### src/hw/rtl/assert_macros.svh
// Assertion macros for the filter RTL; kpv_seq uses them.
// Needs a clock named clk and an active-low reset named rst_n in the using scope.
`ifndef ASSERT_MACROS_SVH
`define ASSERT_MACROS_SVH

// Checked on every rising edge outside reset.
`define KPV_ASSERT_RST(lbl, prop, msg) \
  lbl: assert property (@(posedge clk) disable iff (!rst_n) prop) else $error(msg);

// Checked on every rising edge, reset included.
`define KPV_ASSERT_CLK(lbl, prop, msg) \
  lbl: assert property (@(posedge clk) prop) else $error(msg);

`endif

### src/hw/rtl/kpv_pkg.sv
// Shared types, codes and the microcode program of the position/velocity filter.
// No dependencies; used by every module of the block.
package kpv_pkg;

  localparam int DW  = 64;
  localparam int TW  = 63;
  localparam int AW  = 5;
  localparam int OW  = 6;
  localparam int PCW = 7;
  localparam int CIW = 3;

  typedef logic [DW-1:0] word_t;

  localparam word_t FX_ONE = 64'h0000_0001_0000_0000;

  // operations
  localparam logic [3:0] OP_ADD       = 4'd0;
  localparam logic [3:0] OP_SUB       = 4'd1;
  localparam logic [3:0] OP_MUL       = 4'd2;
  localparam logic [3:0] OP_DIV       = 4'd3;
  localparam logic [3:0] OP_SHR       = 4'd4;
  localparam logic [3:0] OP_MOV       = 4'd5;
  localparam logic [3:0] OP_MOVNZ     = 4'd6;
  localparam logic [3:0] OP_DONE      = 4'd7;
  localparam logic [3:0] OP_DONE_SKIP = 4'd8;

  // jump conditions
  localparam logic [1:0] JC_NONE   = 2'd0;
  localparam logic [1:0] JC_ZERO   = 2'd1;
  localparam logic [1:0] JC_ALWAYS = 2'd2;

  // configuration register indexes
  localparam logic [CIW-1:0] CFG_POS  = 3'd0;
  localparam logic [CIW-1:0] CFG_VEL  = 3'd1;
  localparam logic [CIW-1:0] CFG_TIME = 3'd2;
  localparam logic [CIW-1:0] CFG_PSTD = 3'd3;
  localparam logic [CIW-1:0] CFG_ASTD = 3'd4;

  // register file slots (operand codes with the top bit clear)
  localparam logic [OW-1:0] R_POS  = 6'd0;
  localparam logic [OW-1:0] R_VEL  = 6'd1;
  localparam logic [OW-1:0] R_P0   = 6'd2;
  localparam logic [OW-1:0] R_P1   = 6'd3;
  localparam logic [OW-1:0] R_P2   = 6'd4;
  localparam logic [OW-1:0] R_P3   = 6'd5;
  localparam logic [OW-1:0] R_LT   = 6'd6;
  localparam logic [OW-1:0] R_PSTD = 6'd7;
  localparam logic [OW-1:0] R_ASTD = 6'd8;
  localparam logic [OW-1:0] R_T1   = 6'd9;
  localparam logic [OW-1:0] R_T2   = 6'd10;
  localparam logic [OW-1:0] R_DT   = 6'd11;
  localparam logic [OW-1:0] R_B0   = 6'd12;
  localparam logic [OW-1:0] R_Q    = 6'd13;
  localparam logic [OW-1:0] R_M00  = 6'd14;
  localparam logic [OW-1:0] R_R0   = 6'd11;
  localparam logic [OW-1:0] R_S00  = 6'd12;
  localparam logic [OW-1:0] R_S11  = 6'd13;
  localparam logic [OW-1:0] R_DET  = 6'd14;
  localparam logic [OW-1:0] R_I00  = 6'd15;
  localparam logic [OW-1:0] R_I01  = 6'd16;
  localparam logic [OW-1:0] R_I10  = 6'd17;
  localparam logic [OW-1:0] R_I11  = 6'd18;
  localparam logic [OW-1:0] R_K00  = 6'd19;
  localparam logic [OW-1:0] R_K01  = 6'd20;
  localparam logic [OW-1:0] R_K10  = 6'd21;
  localparam logic [OW-1:0] R_K11  = 6'd22;
  localparam logic [OW-1:0] R_Y0   = 6'd23;
  localparam logic [OW-1:0] R_Y1   = 6'd24;
  localparam logic [OW-1:0] R_N00  = 6'd25;
  localparam logic [OW-1:0] R_N01  = 6'd26;
  localparam logic [OW-1:0] R_N10  = 6'd27;
  localparam logic [OW-1:0] R_N11  = 6'd28;
  localparam logic [OW-1:0] R_NP0  = 6'd29;
  localparam logic [OW-1:0] R_NP1  = 6'd30;
  localparam logic [OW-1:0] R_NP2  = 6'd31;

  // operands taken from the captured item or constants
  localparam logic [OW-1:0] O_ACC  = 6'd32;
  localparam logic [OW-1:0] O_TNOW = 6'd33;
  localparam logic [OW-1:0] O_ZP   = 6'd34;
  localparam logic [OW-1:0] O_ZV   = 6'd35;
  localparam logic [OW-1:0] O_PE   = 6'd36;
  localparam logic [OW-1:0] O_VE   = 6'd37;
  localparam logic [OW-1:0] O_ONE  = 6'd38;
  localparam logic [OW-1:0] O_ZERO = 6'd39;

  // program entry points
  localparam logic [PCW-1:0] PC_PRD    = 7'd0;
  localparam logic [PCW-1:0] PC_DONE   = 7'd21;
  localparam logic [PCW-1:0] PC_SKIP   = 7'd22;
  localparam logic [PCW-1:0] PC_UPD    = 7'd23;
  localparam logic [PCW-1:0] PROG_LAST = 7'd77;

  typedef struct packed {
    logic [3:0]     op;
    logic [OW-1:0]  dst;
    logic [OW-1:0]  a;
    logic [OW-1:0]  b;
    logic [1:0]     jc;
    logic [PCW-1:0] tgt;
  } cw_t;

  typedef struct packed {
    logic [AW-1:0] addr_a;
    logic [AW-1:0] addr_b;
  } rf_rd_t;

  typedef struct packed {
    logic          we;
    logic [AW-1:0] addr;
    word_t         data;
  } rf_wr_t;

  typedef struct packed {
    logic       start;
    logic [3:0] op;
    word_t      a;
    word_t      b;
  } alu_req_t;

  typedef struct packed {
    logic  done;
    word_t result;
  } alu_rsp_t;

  typedef struct packed {
    word_t          acc;
    logic [TW-1:0]  tnow;
    word_t          zp;
    word_t          zv;
    logic [TW-1:0]  pe;
    logic [TW-1:0]  ve;
  } in_item_t;

  typedef struct packed {
    logic  load;
    logic  skip;
    word_t pos;
    word_t vel;
  } fin_t;

  function automatic cw_t cw(input logic [3:0] op, input logic [OW-1:0] dst,
                             input logic [OW-1:0] a, input logic [OW-1:0] b,
                             input logic [1:0] jc, input logic [PCW-1:0] tgt);
    cw_t w;
    w.op  = op;
    w.dst = dst;
    w.a   = a;
    w.b   = b;
    w.jc  = jc;
    w.tgt = tgt;
    return w;
  endfunction

  function automatic cw_t rom_word(input logic [PCW-1:0] pc);
    cw_t w;
    case (pc)
      // predict
      7'd0:  w = cw(OP_SUB,  R_DT,  O_TNOW, R_LT,   JC_NONE, '0);
      7'd1:  w = cw(OP_MUL,  R_T1,  R_DT,   R_DT,   JC_NONE, '0);
      7'd2:  w = cw(OP_SHR,  R_B0,  R_T1,   O_ZERO, JC_NONE, '0);
      7'd3:  w = cw(OP_MUL,  R_Q,   R_ASTD, R_ASTD, JC_NONE, '0);
      7'd4:  w = cw(OP_MUL,  R_T1,  R_DT,   R_VEL,  JC_NONE, '0);
      7'd5:  w = cw(OP_ADD,  R_T2,  R_POS,  R_T1,   JC_NONE, '0);
      7'd6:  w = cw(OP_MUL,  R_T1,  R_B0,   O_ACC,  JC_NONE, '0);
      7'd7:  w = cw(OP_ADD,  R_POS, R_T2,   R_T1,   JC_NONE, '0);
      7'd8:  w = cw(OP_MUL,  R_T1,  R_DT,   O_ACC,  JC_NONE, '0);
      7'd9:  w = cw(OP_ADD,  R_VEL, R_VEL,  R_T1,   JC_NONE, '0);
      7'd10: w = cw(OP_MUL,  R_T1,  R_DT,   R_P2,   JC_NONE, '0);
      7'd11: w = cw(OP_ADD,  R_M00, R_P0,   R_T1,   JC_NONE, '0);
      7'd12: w = cw(OP_MUL,  R_T1,  R_DT,   R_P3,   JC_NONE, '0);
      7'd13: w = cw(OP_ADD,  R_P1,  R_P1,   R_T1,   JC_NONE, '0);
      7'd14: w = cw(OP_MUL,  R_T1,  R_P1,   R_DT,   JC_NONE, '0);
      7'd15: w = cw(OP_ADD,  R_T2,  R_M00,  R_T1,   JC_NONE, '0);
      7'd16: w = cw(OP_ADD,  R_P0,  R_T2,   R_Q,    JC_NONE, '0);
      7'd17: w = cw(OP_MUL,  R_T1,  R_P3,   R_DT,   JC_NONE, '0);
      7'd18: w = cw(OP_ADD,  R_P2,  R_P2,   R_T1,   JC_NONE, '0);
      7'd19: w = cw(OP_ADD,  R_P3,  R_P3,   R_Q,    JC_NONE, '0);
      7'd20: w = cw(OP_MOV,  R_LT,  O_TNOW, O_ZERO, JC_NONE, '0);
      // result steps
      7'd21: w = cw(OP_DONE,      R_POS, R_POS, R_VEL, JC_NONE, '0);
      7'd22: w = cw(OP_DONE_SKIP, R_POS, R_POS, R_VEL, JC_NONE, '0);
      // update
      7'd23: w = cw(OP_MOVNZ, R_PSTD, O_PE,   O_ZERO, JC_NONE, '0);
      7'd24: w = cw(OP_MUL,   R_R0,   R_PSTD, R_PSTD, JC_NONE, '0);
      7'd25: w = cw(OP_ADD,   R_S00,  R_P0,   R_R0,   JC_NONE, '0);
      7'd26: w = cw(OP_MUL,   R_T1,   O_VE,   O_VE,   JC_NONE, '0);
      7'd27: w = cw(OP_ADD,   R_S11,  R_P3,   R_T1,   JC_NONE, '0);
      7'd28: w = cw(OP_MUL,   R_T1,   R_S00,  R_S11,  JC_NONE, '0);
      7'd29: w = cw(OP_MUL,   R_T2,   R_P1,   R_P2,   JC_NONE, '0);
      7'd30: w = cw(OP_SUB,   R_DET,  R_T1,   R_T2,   JC_ZERO, PC_SKIP);
      7'd31: w = cw(OP_DIV,   R_I00,  R_S11,  R_DET,  JC_NONE, '0);
      7'd32: w = cw(OP_SUB,   R_T1,   O_ZERO, R_P1,   JC_NONE, '0);
      7'd33: w = cw(OP_DIV,   R_I01,  R_T1,   R_DET,  JC_NONE, '0);
      7'd34: w = cw(OP_SUB,   R_T1,   O_ZERO, R_P2,   JC_NONE, '0);
      7'd35: w = cw(OP_DIV,   R_I10,  R_T1,   R_DET,  JC_NONE, '0);
      7'd36: w = cw(OP_DIV,   R_I11,  R_S00,  R_DET,  JC_NONE, '0);
      7'd37: w = cw(OP_MUL,   R_T1,   R_P0,   R_I00,  JC_NONE, '0);
      7'd38: w = cw(OP_MUL,   R_T2,   R_P1,   R_I10,  JC_NONE, '0);
      7'd39: w = cw(OP_ADD,   R_K00,  R_T1,   R_T2,   JC_NONE, '0);
      7'd40: w = cw(OP_MUL,   R_T1,   R_P0,   R_I01,  JC_NONE, '0);
      7'd41: w = cw(OP_MUL,   R_T2,   R_P1,   R_I11,  JC_NONE, '0);
      7'd42: w = cw(OP_ADD,   R_K01,  R_T1,   R_T2,   JC_NONE, '0);
      7'd43: w = cw(OP_MUL,   R_T1,   R_P2,   R_I00,  JC_NONE, '0);
      7'd44: w = cw(OP_MUL,   R_T2,   R_P3,   R_I10,  JC_NONE, '0);
      7'd45: w = cw(OP_ADD,   R_K10,  R_T1,   R_T2,   JC_NONE, '0);
      7'd46: w = cw(OP_MUL,   R_T1,   R_P2,   R_I01,  JC_NONE, '0);
      7'd47: w = cw(OP_MUL,   R_T2,   R_P3,   R_I11,  JC_NONE, '0);
      7'd48: w = cw(OP_ADD,   R_K11,  R_T1,   R_T2,   JC_NONE, '0);
      7'd49: w = cw(OP_SUB,   R_Y0,   O_ZP,   R_POS,  JC_NONE, '0);
      7'd50: w = cw(OP_SUB,   R_Y1,   O_ZV,   R_VEL,  JC_NONE, '0);
      7'd51: w = cw(OP_MUL,   R_T1,   R_K00,  R_Y0,   JC_NONE, '0);
      7'd52: w = cw(OP_MUL,   R_T2,   R_K01,  R_Y1,   JC_NONE, '0);
      7'd53: w = cw(OP_ADD,   R_T1,   R_T1,   R_T2,   JC_NONE, '0);
      7'd54: w = cw(OP_ADD,   R_POS,  R_POS,  R_T1,   JC_NONE, '0);
      7'd55: w = cw(OP_MUL,   R_T1,   R_K10,  R_Y0,   JC_NONE, '0);
      7'd56: w = cw(OP_MUL,   R_T2,   R_K11,  R_Y1,   JC_NONE, '0);
      7'd57: w = cw(OP_ADD,   R_T1,   R_T1,   R_T2,   JC_NONE, '0);
      7'd58: w = cw(OP_ADD,   R_VEL,  R_VEL,  R_T1,   JC_NONE, '0);
      7'd59: w = cw(OP_SUB,   R_N00,  O_ONE,  R_K00,  JC_NONE, '0);
      7'd60: w = cw(OP_SUB,   R_N01,  O_ZERO, R_K01,  JC_NONE, '0);
      7'd61: w = cw(OP_SUB,   R_N10,  O_ZERO, R_K10,  JC_NONE, '0);
      7'd62: w = cw(OP_SUB,   R_N11,  O_ONE,  R_K11,  JC_NONE, '0);
      7'd63: w = cw(OP_MUL,   R_T1,   R_N00,  R_P0,   JC_NONE, '0);
      7'd64: w = cw(OP_MUL,   R_T2,   R_N01,  R_P2,   JC_NONE, '0);
      7'd65: w = cw(OP_ADD,   R_NP0,  R_T1,   R_T2,   JC_NONE, '0);
      7'd66: w = cw(OP_MUL,   R_T1,   R_N00,  R_P1,   JC_NONE, '0);
      7'd67: w = cw(OP_MUL,   R_T2,   R_N01,  R_P3,   JC_NONE, '0);
      7'd68: w = cw(OP_ADD,   R_NP1,  R_T1,   R_T2,   JC_NONE, '0);
      7'd69: w = cw(OP_MUL,   R_T1,   R_N10,  R_P0,   JC_NONE, '0);
      7'd70: w = cw(OP_MUL,   R_T2,   R_N11,  R_P2,   JC_NONE, '0);
      7'd71: w = cw(OP_ADD,   R_NP2,  R_T1,   R_T2,   JC_NONE, '0);
      7'd72: w = cw(OP_MUL,   R_T1,   R_N10,  R_P1,   JC_NONE, '0);
      7'd73: w = cw(OP_MUL,   R_T2,   R_N11,  R_P3,   JC_NONE, '0);
      7'd74: w = cw(OP_ADD,   R_P3,   R_T1,   R_T2,   JC_NONE, '0);
      7'd75: w = cw(OP_MOV,   R_P0,   R_NP0,  O_ZERO, JC_NONE, '0);
      7'd76: w = cw(OP_MOV,   R_P1,   R_NP1,  O_ZERO, JC_NONE, '0);
      7'd77: w = cw(OP_MOV,   R_P2,   R_NP2,  O_ZERO, JC_ALWAYS, PC_DONE);
      default: w = cw(OP_DONE, R_POS, R_POS, R_VEL, JC_NONE, '0);
    endcase
    return w;
  endfunction

endpackage

### src/hw/rtl/kpv_regfile.sv
// Filter state and scratch register file: one write port, two registered read ports.
// Depends on kpv_pkg. Valid bits give the reset values until an entry is written.
module kpv_regfile (
  input  logic            clk,
  input  logic            rst_n,
  input  kpv_pkg::rf_rd_t rd,
  input  kpv_pkg::rf_wr_t wr,
  output kpv_pkg::word_t  rd_a,
  output kpv_pkg::word_t  rd_b
);
  import kpv_pkg::*;

  localparam int DEPTH = 1 << AW;

  word_t             mem [DEPTH];
  logic [DEPTH-1:0]  valid_r;
  word_t             rd_a_r;
  word_t             rd_b_r;

  // covariance diagonal starts at one, everything else at zero
  function automatic word_t rst_val(input logic [AW-1:0] addr);
    return (addr == R_P0[AW-1:0] || addr == R_P3[AW-1:0]) ? FX_ONE : '0;
  endfunction

  always_ff @(posedge clk) begin
    if (!rst_n) begin
      valid_r <= '0;
    end else if (wr.we) begin
      valid_r[wr.addr] <= 1'b1;
    end
  end

  always_ff @(posedge clk) begin
    if (wr.we) begin
      mem[wr.addr] <= wr.data;
    end
    rd_a_r <= valid_r[rd.addr_a] ? mem[rd.addr_a] : rst_val(rd.addr_a);
    rd_b_r <= valid_r[rd.addr_b] ? mem[rd.addr_b] : rst_val(rd.addr_b);
  end

  assign rd_a = rd_a_r;
  assign rd_b = rd_b_r;

endmodule

### config.mk
export PLATFORM = sky130hd
export DESIGN_NAME = kpv_regfile
export DESIGN_NICKNAME = d
export VERILOG_FILES = /design/src/hw/rtl/assert_macros.svh /design/src/hw/rtl/kpv_pkg.sv /design/src/hw/rtl/kpv_regfile.sv
export SDC_FILE = /design/constraint.sdc
export NUM_CORES = 2
export LEC_CHECK = 0
export BUFFER_PORTS_ARGS = -buffer_cell sky130_fd_sc_hd__buf_4
export CORE_UTILIZATION = 52
export CTS_CLUSTER_DIAMETER = 40
export DETAILED_ROUTE_END_ITERATION = 8
export GPL_ROUTABILITY_DRIVEN = 0
export PLACE_DENSITY = 0.67
export SYNTH_ARGS = -nofsm -noshare
export SYNTH_HDL_FRONTEND = slang
export SYNTH_SLANG_ARGS = --single-unit
### constraint.sdc
create_clock -name clk -period 9.76 [get_ports clk]
set_input_delay 1.952 -clock clk [delete_from_list [all_inputs] [get_ports clk]]
set_output_delay 1.952 -clock clk [all_outputs]
set_load 0.01 [all_outputs]
==> run_results.csv <==
group,metric,value,unit
worst_setup_path,crit_fanout,63,
worst_setup_path,cp_data_arrival_time,5.58,ns
global_route,grt_pass1_vias,55200,
synthesis,ys_warn_count,0,
hold_path,min_path_type,"reg -> reg",
route,drt_pass1_iterations,7,
route,drt-total-wl,278000,µm
clocking,cts_tree,"built",
clocking,clkLatencyLatePin,0.95,ns
sta,fmax,209,MHz
sta,drv_slew,0,
clocking,clkSinkCount,2208,
job,drv_cap,0,
worst_setup_path,required,10.55,ns
place,hpwl,140000,µm
synthesis,syn_inst,4554,
hold_path,hold_depth,1,
run_status,status,"complete, but fails checks",
power,powerDensity,210,nW/µm²
sta,setup_tns,0,ns
synthesis,synthDistinctLibCells,44,
sta,post-route-period-util,0.491,
sta,min_period,4.79,ns
route,via_count,52900,
synthesis,async_flop_share,0,
global_route,gr-usage-all-layers,0.294,
synthesis,syn-cell-area,98400,µm²
clocking,clkSlewWorstSetupHoldPaths,0.06,ns
clocking,cts_buffer_depth,4,
floorplan,coreArea,188000,µm²
finish,finalNetCount,4927,
finish,fin_util,0.605,
global_route,grt_max_degree,117,
worst_setup_path,ff2ff_path_depth,6,
sta,hold_viol,0,
global_route,grt_first_pass_wirelength,397000,µm
route,drc,48,
clocking,cts_hold_buffers,0,
sta,finalSetupViolCount,0,
sta,max-slew-margin-rel,0.191,
sta,rsz0062_at_grt,"no",
route,drtIter0Drc,6891,
synthesis,synth_fp_nets,4636,
power,power,23.9,mW
global_route,gr-total-overflow,0,
clocking,cts_resized,0,
clocking,postCtsSetupRepairBufs,0,
route,wl_per_cell,36.6,µm
clocking,cts_max_level,5,
floorplan,io_pins,210,
synthesis,synth_area_per_cell,21.6,µm²
clocking,cts_buffers,326,
finish,drive_above_1_share,0.399,
worst_setup_path,crit_path_start_kind,"input port",
place,portBuffers,209,
finish,area_delta_synth_final,15.5,%
sta,hold_slack,0.494,ns
worst_setup_path,reg2reg_setup_slack,6.64,ns
floorplan,start_util,0.524,
floorplan,die_area,191000,µm²
route,ant_nets,0,
synthesis,synth_top_flop_cell,"edfxtp_1",
run_status,violations,"design-rule violations",
sta,fin_skew,0.0555,ns
floorplan,die_h,437,µm
floorplan,die_w,437,µm
clocking,root_buffer,"clkbuf_16",
synthesis,yosysSeqAreaShare,0.658,
hold_path,holdCritStartpoint,"valid_r[9]",
floorplan,rows,159,
sta,tightest_slew,1.21,ns
worst_setup_path,endpoint_kind,"flop",
hold_path,hold_end,"valid_r[9]",
synthesis,synth_edf_count,2048,
synthesis,synth-seq-cells,2208,
worst_setup_path,rr_startpoint,"valid_r[1]",
worst_setup_path,path_class,"in -> reg",
power,vdd_drop_max,0.000179,V
power,p_leak,36.8,nW
route,vias_per_cell,6.96,
global_route,antenna_found_initial,14,
worst_setup_path,r2r-end,"rd_b[42]",
-- sequential cells by signal, indices dropped and copies added, names as in the netlist --
register	cells
mem	2048
rd_a	64
rd_b	64
valid_r	32
-- metal layers --
layer  GRT usage  part of all wire  vias up
met1       0.406              0.38    28700
met2       0.474              0.49     2985
met5           0           0.00020        -
met4      0.0989             0.035        8
li1            -                 -    20600
met3      0.0556             0.094      555
-- Yosys cell counts (3+ instances only) --
master,instances,area share
a21oi_1,108,0.0055
a22oi_1,3,0.00023
buf_1,51,0.0019
buf_2,184,0.0094
buf_4,16,0.0012
buf_6,12,0.0014
clkbuf_1,91,0.0035
dfxtp_1,160,0.033
edfxtp_1,2048,0.63
mux2_2,4,0.00046
mux2i_1,316,0.032
mux4_2,1135,0.26
nand2_1,42,0.0016
nand2b_1,9,0.00057
nand3_1,9,0.00046
nand3b_1,7,0.00053
nor2_1,78,0.0030
nor2b_1,60,0.0038
o21a_1,39,0.0030
o22a_1,38,0.0034
o22ai_1,112,0.0071
or2_2,4,0.00025
or3b_2,3,0.00027
-- kinds of logic after synthesis --
logic type / Yosys count / share of synthesized area
flip-flops: 2208 / 0.658
multiplexers: 1455 / 0.293
buffers and inverters: 358 / 0.0180
AO/OA/AOI/OAI: 315 / 0.0207
AND/OR/NAND/NOR: 218 / 0.0109
-- cell usage in the layout (no fill, tap or decap), drive strengths merged, types with 2 or more instances in the layout --
master,instances
nand2,42
a211oi,2
mux2,4
nor2b,60
o22a,38
o21ai,2
bufinv,36
nand2b,9
edfxtp,2048
or2,4
a21oi,109
or3,2
inv,54
a311oi,2
o21a,39
mux4,1135
buf,320
dfxtp,160
diode,5
o22ai,112
nor2,78
clkinv,83
nand3b,7
nand3,10
a22oi,3
or3b,3
mux2i,316
clkinvlp,27
clkbuf,379
-- power by group --
| part | switching (mW) | total (mW) | internal [mW] | leakage [nW] |
|---|---|---|---|---|
| Clock | 4.39 | 11.7 | 7.33 | 5.27 |
| Combinational | 0.887 | 1.60 | 0.718 | 11.8 |
| Sequential | 0.0721 | 10.6 | 10.5 | 19.8 |
-- how the worst max path moves through the flow --
stage	start	end	slack, ns	cells after the start
2_1_floorplan	wr[64]	mem[12][0]	3.95	3
3_3_place_gp	rd[5]	rd_a[25]	3.95	7
3_5_place_dp	rd[5]	rd_a[26]	3.95	7
4_1_cts	rd[5]	rd_a[28]	4.93	7
5_1_grt	rd[5]	rd_a[28]	4.63	7
6_report	rd[5]	rd_a[28]	4.97	7
-- metrics by stage --
stage          worst slack (ns)  cell area (µm²)  std cells
6_report                   4.97           114000       7595
5_1_grt                    4.63           114000       7593
4_1_cts                    4.93           114000       7590
3_5_place_dp               3.95           103000       7012
3_3_place_gp               3.95           103000       7012
2_1_floorplan              3.95            98400       4554
-- cell type report --
cell class	instances	area, µm²
Multi-Input combinational cell	1988	32200
Sequential cell	2208	64700
Clock buffer	379	8590
Tap cell	2495	3120
Fill cell	13100	74200
Antenna cell	5	12.5
Inverter	1	3.75
Clock inverter	199	2320
Timing Repair Buffer	320	2710
-- critical path: stages --
cell and delay [ns]:
buf_8 0.56, buf_4 0.82, buf_4 0.81, mux4_2 0.60, mux4_2 0.48, a21oi_1 0.16, nor2b_1 0.06
Power figures use the tool's default switching activity.
