$ cat src/hw/rtl/assert_macros.svh
// Assertion macros for the filter RTL; kpv_seq uses them.
// Needs a clock named clk and an active-low reset named rst_n in the using scope.
`ifndef ASSERT_MACROS_SVH
`define ASSERT_MACROS_SVH

// Checked on every rising edge outside reset.
`define KPV_ASSERT_RST(lbl, prop, msg) \
  lbl: assert property (@(posedge clk) disable iff (!rst_n) prop) else $error(msg);

// Checked on every rising edge, reset included.
`define KPV_ASSERT_CLK(lbl, prop, msg) \
  lbl: assert property (@(posedge clk) prop) else $error(msg);

`endif

$ cat src/hw/rtl/kpv_pkg.sv
// Shared types, codes and the microcode program of the position/velocity filter.
// No dependencies; used by every module of the block.
package kpv_pkg;

  localparam int DW  = 64;
  localparam int TW  = 63;
  localparam int AW  = 5;
  localparam int OW  = 6;
  localparam int PCW = 7;
  localparam int CIW = 3;

  typedef logic [DW-1:0] word_t;

  localparam word_t FX_ONE = 64'h0000_0001_0000_0000;

  // operations
  localparam logic [3:0] OP_ADD       = 4'd0;
  localparam logic [3:0] OP_SUB       = 4'd1;
  localparam logic [3:0] OP_MUL       = 4'd2;
  localparam logic [3:0] OP_DIV       = 4'd3;
  localparam logic [3:0] OP_SHR       = 4'd4;
  localparam logic [3:0] OP_MOV       = 4'd5;
  localparam logic [3:0] OP_MOVNZ     = 4'd6;
  localparam logic [3:0] OP_DONE      = 4'd7;
  localparam logic [3:0] OP_DONE_SKIP = 4'd8;

  // jump conditions
  localparam logic [1:0] JC_NONE   = 2'd0;
  localparam logic [1:0] JC_ZERO   = 2'd1;
  localparam logic [1:0] JC_ALWAYS = 2'd2;

  // configuration register indexes
  localparam logic [CIW-1:0] CFG_POS  = 3'd0;
  localparam logic [CIW-1:0] CFG_VEL  = 3'd1;
  localparam logic [CIW-1:0] CFG_TIME = 3'd2;
  localparam logic [CIW-1:0] CFG_PSTD = 3'd3;
  localparam logic [CIW-1:0] CFG_ASTD = 3'd4;

  // register file slots (operand codes with the top bit clear)
  localparam logic [OW-1:0] R_POS  = 6'd0;
  localparam logic [OW-1:0] R_VEL  = 6'd1;
  localparam logic [OW-1:0] R_P0   = 6'd2;
  localparam logic [OW-1:0] R_P1   = 6'd3;
  localparam logic [OW-1:0] R_P2   = 6'd4;
  localparam logic [OW-1:0] R_P3   = 6'd5;
  localparam logic [OW-1:0] R_LT   = 6'd6;
  localparam logic [OW-1:0] R_PSTD = 6'd7;
  localparam logic [OW-1:0] R_ASTD = 6'd8;
  localparam logic [OW-1:0] R_T1   = 6'd9;
  localparam logic [OW-1:0] R_T2   = 6'd10;
  localparam logic [OW-1:0] R_DT   = 6'd11;
  localparam logic [OW-1:0] R_B0   = 6'd12;
  localparam logic [OW-1:0] R_Q    = 6'd13;
  localparam logic [OW-1:0] R_M00  = 6'd14;
  localparam logic [OW-1:0] R_R0   = 6'd11;
  localparam logic [OW-1:0] R_S00  = 6'd12;
  localparam logic [OW-1:0] R_S11  = 6'd13;
  localparam logic [OW-1:0] R_DET  = 6'd14;
  localparam logic [OW-1:0] R_I00  = 6'd15;
  localparam logic [OW-1:0] R_I01  = 6'd16;
  localparam logic [OW-1:0] R_I10  = 6'd17;
  localparam logic [OW-1:0] R_I11  = 6'd18;
  localparam logic [OW-1:0] R_K00  = 6'd19;
  localparam logic [OW-1:0] R_K01  = 6'd20;
  localparam logic [OW-1:0] R_K10  = 6'd21;
  localparam logic [OW-1:0] R_K11  = 6'd22;
  localparam logic [OW-1:0] R_Y0   = 6'd23;
  localparam logic [OW-1:0] R_Y1   = 6'd24;
  localparam logic [OW-1:0] R_N00  = 6'd25;
  localparam logic [OW-1:0] R_N01  = 6'd26;
  localparam logic [OW-1:0] R_N10  = 6'd27;
  localparam logic [OW-1:0] R_N11  = 6'd28;
  localparam logic [OW-1:0] R_NP0  = 6'd29;
  localparam logic [OW-1:0] R_NP1  = 6'd30;
  localparam logic [OW-1:0] R_NP2  = 6'd31;

  // operands taken from the captured item or constants
  localparam logic [OW-1:0] O_ACC  = 6'd32;
  localparam logic [OW-1:0] O_TNOW = 6'd33;
  localparam logic [OW-1:0] O_ZP   = 6'd34;
  localparam logic [OW-1:0] O_ZV   = 6'd35;
  localparam logic [OW-1:0] O_PE   = 6'd36;
  localparam logic [OW-1:0] O_VE   = 6'd37;
  localparam logic [OW-1:0] O_ONE  = 6'd38;
  localparam logic [OW-1:0] O_ZERO = 6'd39;

  // program entry points
  localparam logic [PCW-1:0] PC_PRD    = 7'd0;
  localparam logic [PCW-1:0] PC_DONE   = 7'd21;
  localparam logic [PCW-1:0] PC_SKIP   = 7'd22;
  localparam logic [PCW-1:0] PC_UPD    = 7'd23;
  localparam logic [PCW-1:0] PROG_LAST = 7'd77;

  typedef struct packed {
    logic [3:0]     op;
    logic [OW-1:0]  dst;
    logic [OW-1:0]  a;
    logic [OW-1:0]  b;
    logic [1:0]     jc;
    logic [PCW-1:0] tgt;
  } cw_t;

  typedef struct packed {
    logic [AW-1:0] addr_a;
    logic [AW-1:0] addr_b;
  } rf_rd_t;

  typedef struct packed {
    logic          we;
    logic [AW-1:0] addr;
    word_t         data;
  } rf_wr_t;

  typedef struct packed {
    logic       start;
    logic [3:0] op;
    word_t      a;
    word_t      b;
  } alu_req_t;

  typedef struct packed {
    logic  done;
    word_t result;
  } alu_rsp_t;

  typedef struct packed {
    word_t          acc;
    logic [TW-1:0]  tnow;
    word_t          zp;
    word_t          zv;
    logic [TW-1:0]  pe;
    logic [TW-1:0]  ve;
  } in_item_t;

  typedef struct packed {
    logic  load;
    logic  skip;
    word_t pos;
    word_t vel;
  } fin_t;

  function automatic cw_t cw(input logic [3:0] op, input logic [OW-1:0] dst,
                             input logic [OW-1:0] a, input logic [OW-1:0] b,
                             input logic [1:0] jc, input logic [PCW-1:0] tgt);
    cw_t w;
    w.op  = op;
    w.dst = dst;
    w.a   = a;
    w.b   = b;
    w.jc  = jc;
    w.tgt = tgt;
    return w;
  endfunction

  function automatic cw_t rom_word(input logic [PCW-1:0] pc);
    cw_t w;
    case (pc)
      // predict
      7'd0:  w = cw(OP_SUB,  R_DT,  O_TNOW, R_LT,   JC_NONE, '0);
      7'd1:  w = cw(OP_MUL,  R_T1,  R_DT,   R_DT,   JC_NONE, '0);
      7'd2:  w = cw(OP_SHR,  R_B0,  R_T1,   O_ZERO, JC_NONE, '0);
      7'd3:  w = cw(OP_MUL,  R_Q,   R_ASTD, R_ASTD, JC_NONE, '0);
      7'd4:  w = cw(OP_MUL,  R_T1,  R_DT,   R_VEL,  JC_NONE, '0);
      7'd5:  w = cw(OP_ADD,  R_T2,  R_POS,  R_T1,   JC_NONE, '0);
      7'd6:  w = cw(OP_MUL,  R_T1,  R_B0,   O_ACC,  JC_NONE, '0);
      7'd7:  w = cw(OP_ADD,  R_POS, R_T2,   R_T1,   JC_NONE, '0);
      7'd8:  w = cw(OP_MUL,  R_T1,  R_DT,   O_ACC,  JC_NONE, '0);
      7'd9:  w = cw(OP_ADD,  R_VEL, R_VEL,  R_T1,   JC_NONE, '0);
      7'd10: w = cw(OP_MUL,  R_T1,  R_DT,   R_P2,   JC_NONE, '0);
      7'd11: w = cw(OP_ADD,  R_M00, R_P0,   R_T1,   JC_NONE, '0);
      7'd12: w = cw(OP_MUL,  R_T1,  R_DT,   R_P3,   JC_NONE, '0);
      7'd13: w = cw(OP_ADD,  R_P1,  R_P1,   R_T1,   JC_NONE, '0);
      7'd14: w = cw(OP_MUL,  R_T1,  R_P1,   R_DT,   JC_NONE, '0);
      7'd15: w = cw(OP_ADD,  R_T2,  R_M00,  R_T1,   JC_NONE, '0);
      7'd16: w = cw(OP_ADD,  R_P0,  R_T2,   R_Q,    JC_NONE, '0);
      7'd17: w = cw(OP_MUL,  R_T1,  R_P3,   R_DT,   JC_NONE, '0);
      7'd18: w = cw(OP_ADD,  R_P2,  R_P2,   R_T1,   JC_NONE, '0);
      7'd19: w = cw(OP_ADD,  R_P3,  R_P3,   R_Q,    JC_NONE, '0);
      7'd20: w = cw(OP_MOV,  R_LT,  O_TNOW, O_ZERO, JC_NONE, '0);
      // result steps
      7'd21: w = cw(OP_DONE,      R_POS, R_POS, R_VEL, JC_NONE, '0);
      7'd22: w = cw(OP_DONE_SKIP, R_POS, R_POS, R_VEL, JC_NONE, '0);
      // update
      7'd23: w = cw(OP_MOVNZ, R_PSTD, O_PE,   O_ZERO, JC_NONE, '0);
      7'd24: w = cw(OP_MUL,   R_R0,   R_PSTD, R_PSTD, JC_NONE, '0);
      7'd25: w = cw(OP_ADD,   R_S00,  R_P0,   R_R0,   JC_NONE, '0);
      7'd26: w = cw(OP_MUL,   R_T1,   O_VE,   O_VE,   JC_NONE, '0);
      7'd27: w = cw(OP_ADD,   R_S11,  R_P3,   R_T1,   JC_NONE, '0);
      7'd28: w = cw(OP_MUL,   R_T1,   R_S00,  R_S11,  JC_NONE, '0);
      7'd29: w = cw(OP_MUL,   R_T2,   R_P1,   R_P2,   JC_NONE, '0);
      7'd30: w = cw(OP_SUB,   R_DET,  R_T1,   R_T2,   JC_ZERO, PC_SKIP);
      7'd31: w = cw(OP_DIV,   R_I00,  R_S11,  R_DET,  JC_NONE, '0);
      7'd32: w = cw(OP_SUB,   R_T1,   O_ZERO, R_P1,   JC_NONE, '0);
      7'd33: w = cw(OP_DIV,   R_I01,  R_T1,   R_DET,  JC_NONE, '0);
      7'd34: w = cw(OP_SUB,   R_T1,   O_ZERO, R_P2,   JC_NONE, '0);
      7'd35: w = cw(OP_DIV,   R_I10,  R_T1,   R_DET,  JC_NONE, '0);
      7'd36: w = cw(OP_DIV,   R_I11,  R_S00,  R_DET,  JC_NONE, '0);
      7'd37: w = cw(OP_MUL,   R_T1,   R_P0,   R_I00,  JC_NONE, '0);
      7'd38: w = cw(OP_MUL,   R_T2,   R_P1,   R_I10,  JC_NONE, '0);
      7'd39: w = cw(OP_ADD,   R_K00,  R_T1,   R_T2,   JC_NONE, '0);
      7'd40: w = cw(OP_MUL,   R_T1,   R_P0,   R_I01,  JC_NONE, '0);
      7'd41: w = cw(OP_MUL,   R_T2,   R_P1,   R_I11,  JC_NONE, '0);
      7'd42: w = cw(OP_ADD,   R_K01,  R_T1,   R_T2,   JC_NONE, '0);
      7'd43: w = cw(OP_MUL,   R_T1,   R_P2,   R_I00,  JC_NONE, '0);
      7'd44: w = cw(OP_MUL,   R_T2,   R_P3,   R_I10,  JC_NONE, '0);
      7'd45: w = cw(OP_ADD,   R_K10,  R_T1,   R_T2,   JC_NONE, '0);
      7'd46: w = cw(OP_MUL,   R_T1,   R_P2,   R_I01,  JC_NONE, '0);
      7'd47: w = cw(OP_MUL,   R_T2,   R_P3,   R_I11,  JC_NONE, '0);
      7'd48: w = cw(OP_ADD,   R_K11,  R_T1,   R_T2,   JC_NONE, '0);
      7'd49: w = cw(OP_SUB,   R_Y0,   O_ZP,   R_POS,  JC_NONE, '0);
      7'd50: w = cw(OP_SUB,   R_Y1,   O_ZV,   R_VEL,  JC_NONE, '0);
      7'd51: w = cw(OP_MUL,   R_T1,   R_K00,  R_Y0,   JC_NONE, '0);
      7'd52: w = cw(OP_MUL,   R_T2,   R_K01,  R_Y1,   JC_NONE, '0);
      7'd53: w = cw(OP_ADD,   R_T1,   R_T1,   R_T2,   JC_NONE, '0);
      7'd54: w = cw(OP_ADD,   R_POS,  R_POS,  R_T1,   JC_NONE, '0);
      7'd55: w = cw(OP_MUL,   R_T1,   R_K10,  R_Y0,   JC_NONE, '0);
      7'd56: w = cw(OP_MUL,   R_T2,   R_K11,  R_Y1,   JC_NONE, '0);
      7'd57: w = cw(OP_ADD,   R_T1,   R_T1,   R_T2,   JC_NONE, '0);
      7'd58: w = cw(OP_ADD,   R_VEL,  R_VEL,  R_T1,   JC_NONE, '0);
      7'd59: w = cw(OP_SUB,   R_N00,  O_ONE,  R_K00,  JC_NONE, '0);
      7'd60: w = cw(OP_SUB,   R_N01,  O_ZERO, R_K01,  JC_NONE, '0);
      7'd61: w = cw(OP_SUB,   R_N10,  O_ZERO, R_K10,  JC_NONE, '0);
      7'd62: w = cw(OP_SUB,   R_N11,  O_ONE,  R_K11,  JC_NONE, '0);
      7'd63: w = cw(OP_MUL,   R_T1,   R_N00,  R_P0,   JC_NONE, '0);
      7'd64: w = cw(OP_MUL,   R_T2,   R_N01,  R_P2,   JC_NONE, '0);
      7'd65: w = cw(OP_ADD,   R_NP0,  R_T1,   R_T2,   JC_NONE, '0);
      7'd66: w = cw(OP_MUL,   R_T1,   R_N00,  R_P1,   JC_NONE, '0);
      7'd67: w = cw(OP_MUL,   R_T2,   R_N01,  R_P3,   JC_NONE, '0);
      7'd68: w = cw(OP_ADD,   R_NP1,  R_T1,   R_T2,   JC_NONE, '0);
      7'd69: w = cw(OP_MUL,   R_T1,   R_N10,  R_P0,   JC_NONE, '0);
      7'd70: w = cw(OP_MUL,   R_T2,   R_N11,  R_P2,   JC_NONE, '0);
      7'd71: w = cw(OP_ADD,   R_NP2,  R_T1,   R_T2,   JC_NONE, '0);
      7'd72: w = cw(OP_MUL,   R_T1,   R_N10,  R_P1,   JC_NONE, '0);
      7'd73: w = cw(OP_MUL,   R_T2,   R_N11,  R_P3,   JC_NONE, '0);
      7'd74: w = cw(OP_ADD,   R_P3,   R_T1,   R_T2,   JC_NONE, '0);
      7'd75: w = cw(OP_MOV,   R_P0,   R_NP0,  O_ZERO, JC_NONE, '0);
      7'd76: w = cw(OP_MOV,   R_P1,   R_NP1,  O_ZERO, JC_NONE, '0);
      7'd77: w = cw(OP_MOV,   R_P2,   R_NP2,  O_ZERO, JC_ALWAYS, PC_DONE);
      default: w = cw(OP_DONE, R_POS, R_POS, R_VEL, JC_NONE, '0);
    endcase
    return w;
  endfunction

endpackage

$ cat src/hw/rtl/kpv_alu.sv
// Shared Q31.32 arithmetic unit: saturating add/sub, shift, move,
// a 32x32 partial product multiplier and a bit-serial divider.
// Depends on kpv_pkg.
module kpv_alu (
  input  logic              clk,
  input  logic              rst_n,
  input  kpv_pkg::alu_req_t req,
  output kpv_pkg::alu_rsp_t rsp
);
  import kpv_pkg::*;

  localparam logic [2:0] A_IDLE = 3'd0;
  localparam logic [2:0] A_MUL  = 3'd1;
  localparam logic [2:0] A_MRND = 3'd2;
  localparam logic [2:0] A_MSAT = 3'd3;
  localparam logic [2:0] A_DIV  = 3'd4;
  localparam logic [2:0] A_DSAT = 3'd5;

  localparam word_t SMAX = {1'b0, {(DW-1){1'b1}}};
  localparam word_t SMIN = {1'b1, {(DW-1){1'b0}}};
  localparam int    QBITS = DW + 32;

  logic [2:0]        st_r;
  logic [6:0]        cnt_r;
  logic              done_r;
  word_t             res_r;
  word_t             x_r;
  word_t             y_r;
  logic [2*DW-1:0]   acc_r;
  logic [QBITS-1:0]  dvd_r;
  word_t             rem_r;
  word_t             q_r;
  logic              neg_r;
  logic              over_r;

  function automatic word_t mag(input word_t v);
    return v[DW-1] ? (~v + 64'd1) : v;
  endfunction

  function automatic word_t from_mag(input word_t m, input logic neg, input logic over);
    word_t r;
    if (neg) begin
      r = (over || m[DW-1]) ? SMIN : (~m + 64'd1);
    end else begin
      r = (over || m[DW-1]) ? SMAX : m;
    end
    return r;
  endfunction

  function automatic word_t sat65(input logic [DW:0] s);
    word_t r;
    if (s[DW] != s[DW-1]) begin
      r = s[DW] ? SMIN : SMAX;
    end else begin
      r = s[DW-1:0];
    end
    return r;
  endfunction

  word_t           simple_res;
  logic [DW-1:0]   pp;
  logic [2*DW-1:0] addend;
  word_t           rs;
  logic            ge;

  always_comb begin
    case (req.op)
      OP_ADD:  simple_res = sat65({req.a[DW-1], req.a} + {req.b[DW-1], req.b});
      OP_SUB:  simple_res = sat65({req.a[DW-1], req.a} - {req.b[DW-1], req.b});
      OP_SHR:  simple_res = {1'b0, req.a[DW-1:1]};
      default: simple_res = req.a;
    endcase
  end

  // partial product order: lo*lo, lo*hi, hi*lo, hi*hi
  always_comb begin
    pp = (cnt_r[1] ? x_r[DW-1:32] : x_r[31:0]) * (cnt_r[0] ? y_r[DW-1:32] : y_r[31:0]);
    case (cnt_r[1:0])
      2'd0:    addend = {64'd0, pp};
      2'd3:    addend = {pp, 64'd0};
      default: addend = {32'd0, pp, 32'd0};
    endcase
  end

  always_comb begin
    rs = {rem_r[DW-2:0], dvd_r[QBITS-1]};
    ge = (rs >= y_r);
  end

  always_ff @(posedge clk) begin
    if (!rst_n) begin
      st_r   <= A_IDLE;
      done_r <= 1'b0;
    end else begin
      done_r <= 1'b0;
      case (st_r)
        A_IDLE: begin
          if (req.start) begin
            neg_r <= req.a[DW-1] ^ req.b[DW-1];
            x_r   <= mag(req.a);
            y_r   <= mag(req.b);
            cnt_r <= '0;
            if (req.op == OP_MUL) begin
              acc_r <= '0;
              st_r  <= A_MUL;
            end else if (req.op == OP_DIV) begin
              dvd_r  <= {mag(req.a), 32'd0};
              rem_r  <= '0;
              q_r    <= '0;
              over_r <= 1'b0;
              st_r   <= A_DIV;
            end else begin
              res_r  <= simple_res;
              done_r <= 1'b1;
            end
          end
        end
        A_MUL: begin
          acc_r <= acc_r + addend;
          cnt_r <= cnt_r + 7'd1;
          if (cnt_r[1:0] == 2'd3) begin
            st_r <= A_MRND;
          end
        end
        A_MRND: begin
          // round half away from zero on the magnitude
          acc_r <= acc_r + {96'd0, 32'h8000_0000};
          st_r  <= A_MSAT;
        end
        A_MSAT: begin
          res_r  <= from_mag(acc_r[DW+31:32], neg_r, |acc_r[2*DW-1:DW+32]);
          done_r <= 1'b1;
          st_r   <= A_IDLE;
        end
        A_DIV: begin
          dvd_r <= {dvd_r[QBITS-2:0], 1'b0};
          rem_r <= ge ? (rs - y_r) : rs;
          q_r   <= {q_r[DW-2:0], ge};
          if (q_r[DW-1]) begin
            over_r <= 1'b1;
          end
          cnt_r <= cnt_r + 7'd1;
          if (cnt_r == 7'(QBITS - 1)) begin
            st_r <= A_DSAT;
          end
        end
        A_DSAT: begin
          res_r  <= from_mag(q_r, neg_r, over_r);
          done_r <= 1'b1;
          st_r   <= A_IDLE;
        end
        default: st_r <= A_IDLE;
      endcase
    end
  end

  assign rsp.done   = done_r;
  assign rsp.result = res_r;

endmodule

$ cat config.mk
export PLATFORM = sky130hd
export DESIGN_NAME = kpv_alu
export DESIGN_NICKNAME = d
export VERILOG_FILES = /design/src/hw/rtl/assert_macros.svh /design/src/hw/rtl/kpv_pkg.sv /design/src/hw/rtl/kpv_alu.sv
export SDC_FILE = /design/constraint.sdc
export NUM_CORES = 2
export LEC_CHECK = 0
export BUFFER_PORTS_ARGS = -buffer_cell sky130_fd_sc_hd__buf_2
export CAP_MARGIN = 10
export CORE_AREA = 2 2 393 395
export DETAILED_ROUTE_END_ITERATION = 8
export DIE_AREA = 0 0 395 397
export HOLD_SLACK_MARGIN = 0.02
export PLACE_DENSITY_LB_ADDON = 0.08
export SLEW_MARGIN = 20
export SYNTH_ARGS = -nofsm -noshare
export SYNTH_HDL_FRONTEND = slang
export SYNTH_SLANG_ARGS = --single-unit
export TNS_END_PERCENT = 10
$ cat constraint.sdc
create_clock -name clk -period 16.32 [get_ports clk]
set_input_delay 1.632 -clock clk [delete_from_list [all_inputs] [get_ports clk]]
set_output_delay 1.632 -clock clk [all_outputs]
set_load 0.005 [all_outputs]
==> results.sh <==
export IMPL_synth_flop_cell="edfxtp_1"
export IMPL_finalSetupViolCount=0
export IMPL_final_common_cell="nor2_1"
export IMPL_fin_crit_ps=14640
export IMPL_grt_max_degree=191
export IMPL_antenna_found_initial=42
export IMPL_cts_tree="built"
export IMPL_cp_max_fo=22
export IMPL_io_buffers=199
export IMPL_drc=0
export IMPL_finClkSkew_ps=50.3
export IMPL_worstPathArrival_ps=15050
export IMPL_ys_warn_count=0
export IMPL_postCtsSetupRepairBufs=0
export IMPL_core_mm2=0.153
export IMPL_syn_area_per_cell_um2=8.30
export IMPL_syn_inst=10100
export IMPL_crit_buf_inv=5
export IMPL_slowest_stage="a21boi_2"
export IMPL_start_kind="register"
export IMPL_fin_area_mm2=0.0893
export IMPL_clockBufferDepth=3
export IMPL_dr_pass1_iters=8
export IMPL_synth_edf_count=520
export IMPL_run_status="finished clean"
export IMPL_nFillCells=14000
export IMPL_ant_nets=0
export IMPL_gp_congestion=1.09
export IMPL_syn_num_nets=11700
export IMPL_path_class="register to register"
export IMPL_fp_dieW_um=395
export IMPL_cts_max_level=3
export IMPL_synth_area_mm2=0.0836
export IMPL_tightest_slew_ps=1340
export IMPL_ys_types=96
export IMPL_wl_per_cell_um=29.4
export IMPL_cts_resized=0
export IMPL_crit_path_end_kind="register"
export IMPL_cpLargestDelayFamily="compound AO/OA/AOI/OAI gates"
export IMPL_fin_crit_sh_pct=89.7
export IMPL_dp_final_hpwl_mm=282
export IMPL_clk_pin_slew_ps=60
export IMPL_grt_total_usage_pct=44.5
export IMPL_slew_viol_final=0
export IMPL_final_util_pct=58.4
export IMPL_final_cell_mix="nor2_1 (1357), inv_1 (1198), fa_1 (900)"
export IMPL_syn_to_final_growth_pct=6.77
export IMPL_clkLatencyLatePin_ps=720
export IMPL_synth_async_sr_flop_share_pct=0
export IMPL_die_area_mm2=0.157
export IMPL_vias=78600
export IMPL_initial_core_util_pct=54.7
export IMPL_grt_overflow=0
export IMPL_ios=200
export IMPL_numCtsBuffers=70
export IMPL_finalSetupTns_ps=0
export IMPL_cts_sinks=524
export IMPL_ys_seq_area_share_pct=18.8
export IMPL_grt_pass1_wl_mm=511
export IMPL_ys_seq_elements=524
export IMPL_critPathMaxStageDelay_ps=1390
export IMPL_final_nets=11600
export IMPL_placementRows=144
export IMPL_routed_wl_mm=355
export IMPL_grt_pass1_vias=75900
export IMPL_drt_iter0_drc=10100
export IMPL_die_y_um=397
export IMPL_holdBufCountCts=0
export IMPL_cts_root_buf="clkbuf_16"
export IMPL_hp_class="register to register"
export IMPL_required_ps=16730
export IMPL_hold_viol_final=0
export IMPL_drive_gt1_share_pct=6.77
export IMPL_viasPerCell=6.50
export IMPL_cpMostUsedCell="fa_1"
export IMPL_max_freq_mhz=68.3
export IMPL_cap_viol_max_count=0
export IMPL_rsz0062_at_grt="no"
export IMPL_relSlewSlack_pct=9.74
export IMPL_placed_area_mm2=0.0868
routing by layer:
layer  share of wire (%)  GRT usage (%)
met1                  37           56.8
met2                  41           63.4
met3                  13           14.6
met4                 8.7           31.5
met5               0.029              0
sequential cells by signal, summed over array words and instances (netlist names):
| register | cells |
|---|---|
| y_r | 64 |
| dvd_r | 64 |
| cnt_r | 7 |
| over_r | 1 |
| st_r | 3 |
| acc_r | 128 |
| q_r | 64 |
| done_r | 1 |
| res_r | 64 |
| neg_r | 1 |
| x_r | 64 |
| rem_r | 63 |
Yosys cell counts, types with 61 or more instances:
master       n  area share (%)
o21bai_1    86            0.77
a21oi_1    568             3.4
o31ai_1     83            0.75
ha_1       596             8.9
nor3_1     131            0.78
and3_1     137             1.0
nand3_1    145            0.87
and2_1      81            0.61
o21ai_1     83            0.50
a31oi_1     91            0.68
fa_1       900              22
nor2_1    1362             6.1
xnor2_1    402             4.2
a21o_1     186             1.7
edfxtp_1   520              19
o21ai_0    498             3.0
nor2b_1     71            0.53
nand2_1    892             4.0
inv_1     1198             5.4
o22ai_1    158             1.2
nand4_1    125            0.94
or3_1       67            0.50
nand2b_1    61            0.46
clkbuf_1   529             2.4
xor2_1     229             2.4
final timing paths:
path / startpoint / end / slack [ps] / cells past startpoint
max reg2reg: cnt_r[0] / acc_r[126] / 1680 / 41
max: cnt_r[0] / acc_r[126] / 1680 / 41
min: dvd_r[89] / dvd_r[90] / 520 / 2
min reg2reg: dvd_r[89] / dvd_r[90] / 520 / 2
stage by stage:
stage	instances	hold slack (ps)	worst slack (ps)
finish	12100	519	1680
global route	12100	555	1060
CTS	12100	522	1830
detailed placement	11900	506	1870
global placement	11900	489	2190
floorplan	10100	484	3900
logic make-up after synthesis:
| group | share of synthesized area (%) |
|---|---|
| DFF | 18.8 |
| muxes | 1.19 |
| xor gates and xnor gates | 6.61 |
| and+or+nand+nor | 17.6 |
| AOI/OAI and AO/OA | 17.3 |
| buffers and inverters | 8.06 |
| adders and majority gates | 30.5 |
area by class of cell:
cell class,instances,area [um2],area share (%)
flip-flops and latches,524,15700,17.6
inverters,1215,4560,5.11
clock inverters,47,547,0.612
clock buffers,80,1790,2.00
repair buffers,385,2440,2.73
well taps,2044,2560,2.86
diodes,32,80.1,0.0897
multi-input cells,7766,61600,69.0
worst reg2reg max path, delay by kind of cell (launching register included):
family          cells  cell delay, ps
compound gates     17            5410
xor+xnor            2             560
fa+ha+maj          10            5400
buf+inv             5            1350
flops               1             350
simple gates        7            1280
Power is left out: the tool's default activity adds up to more than one toggle a clock period on the data nets, which glitch-free logic cannot reach.
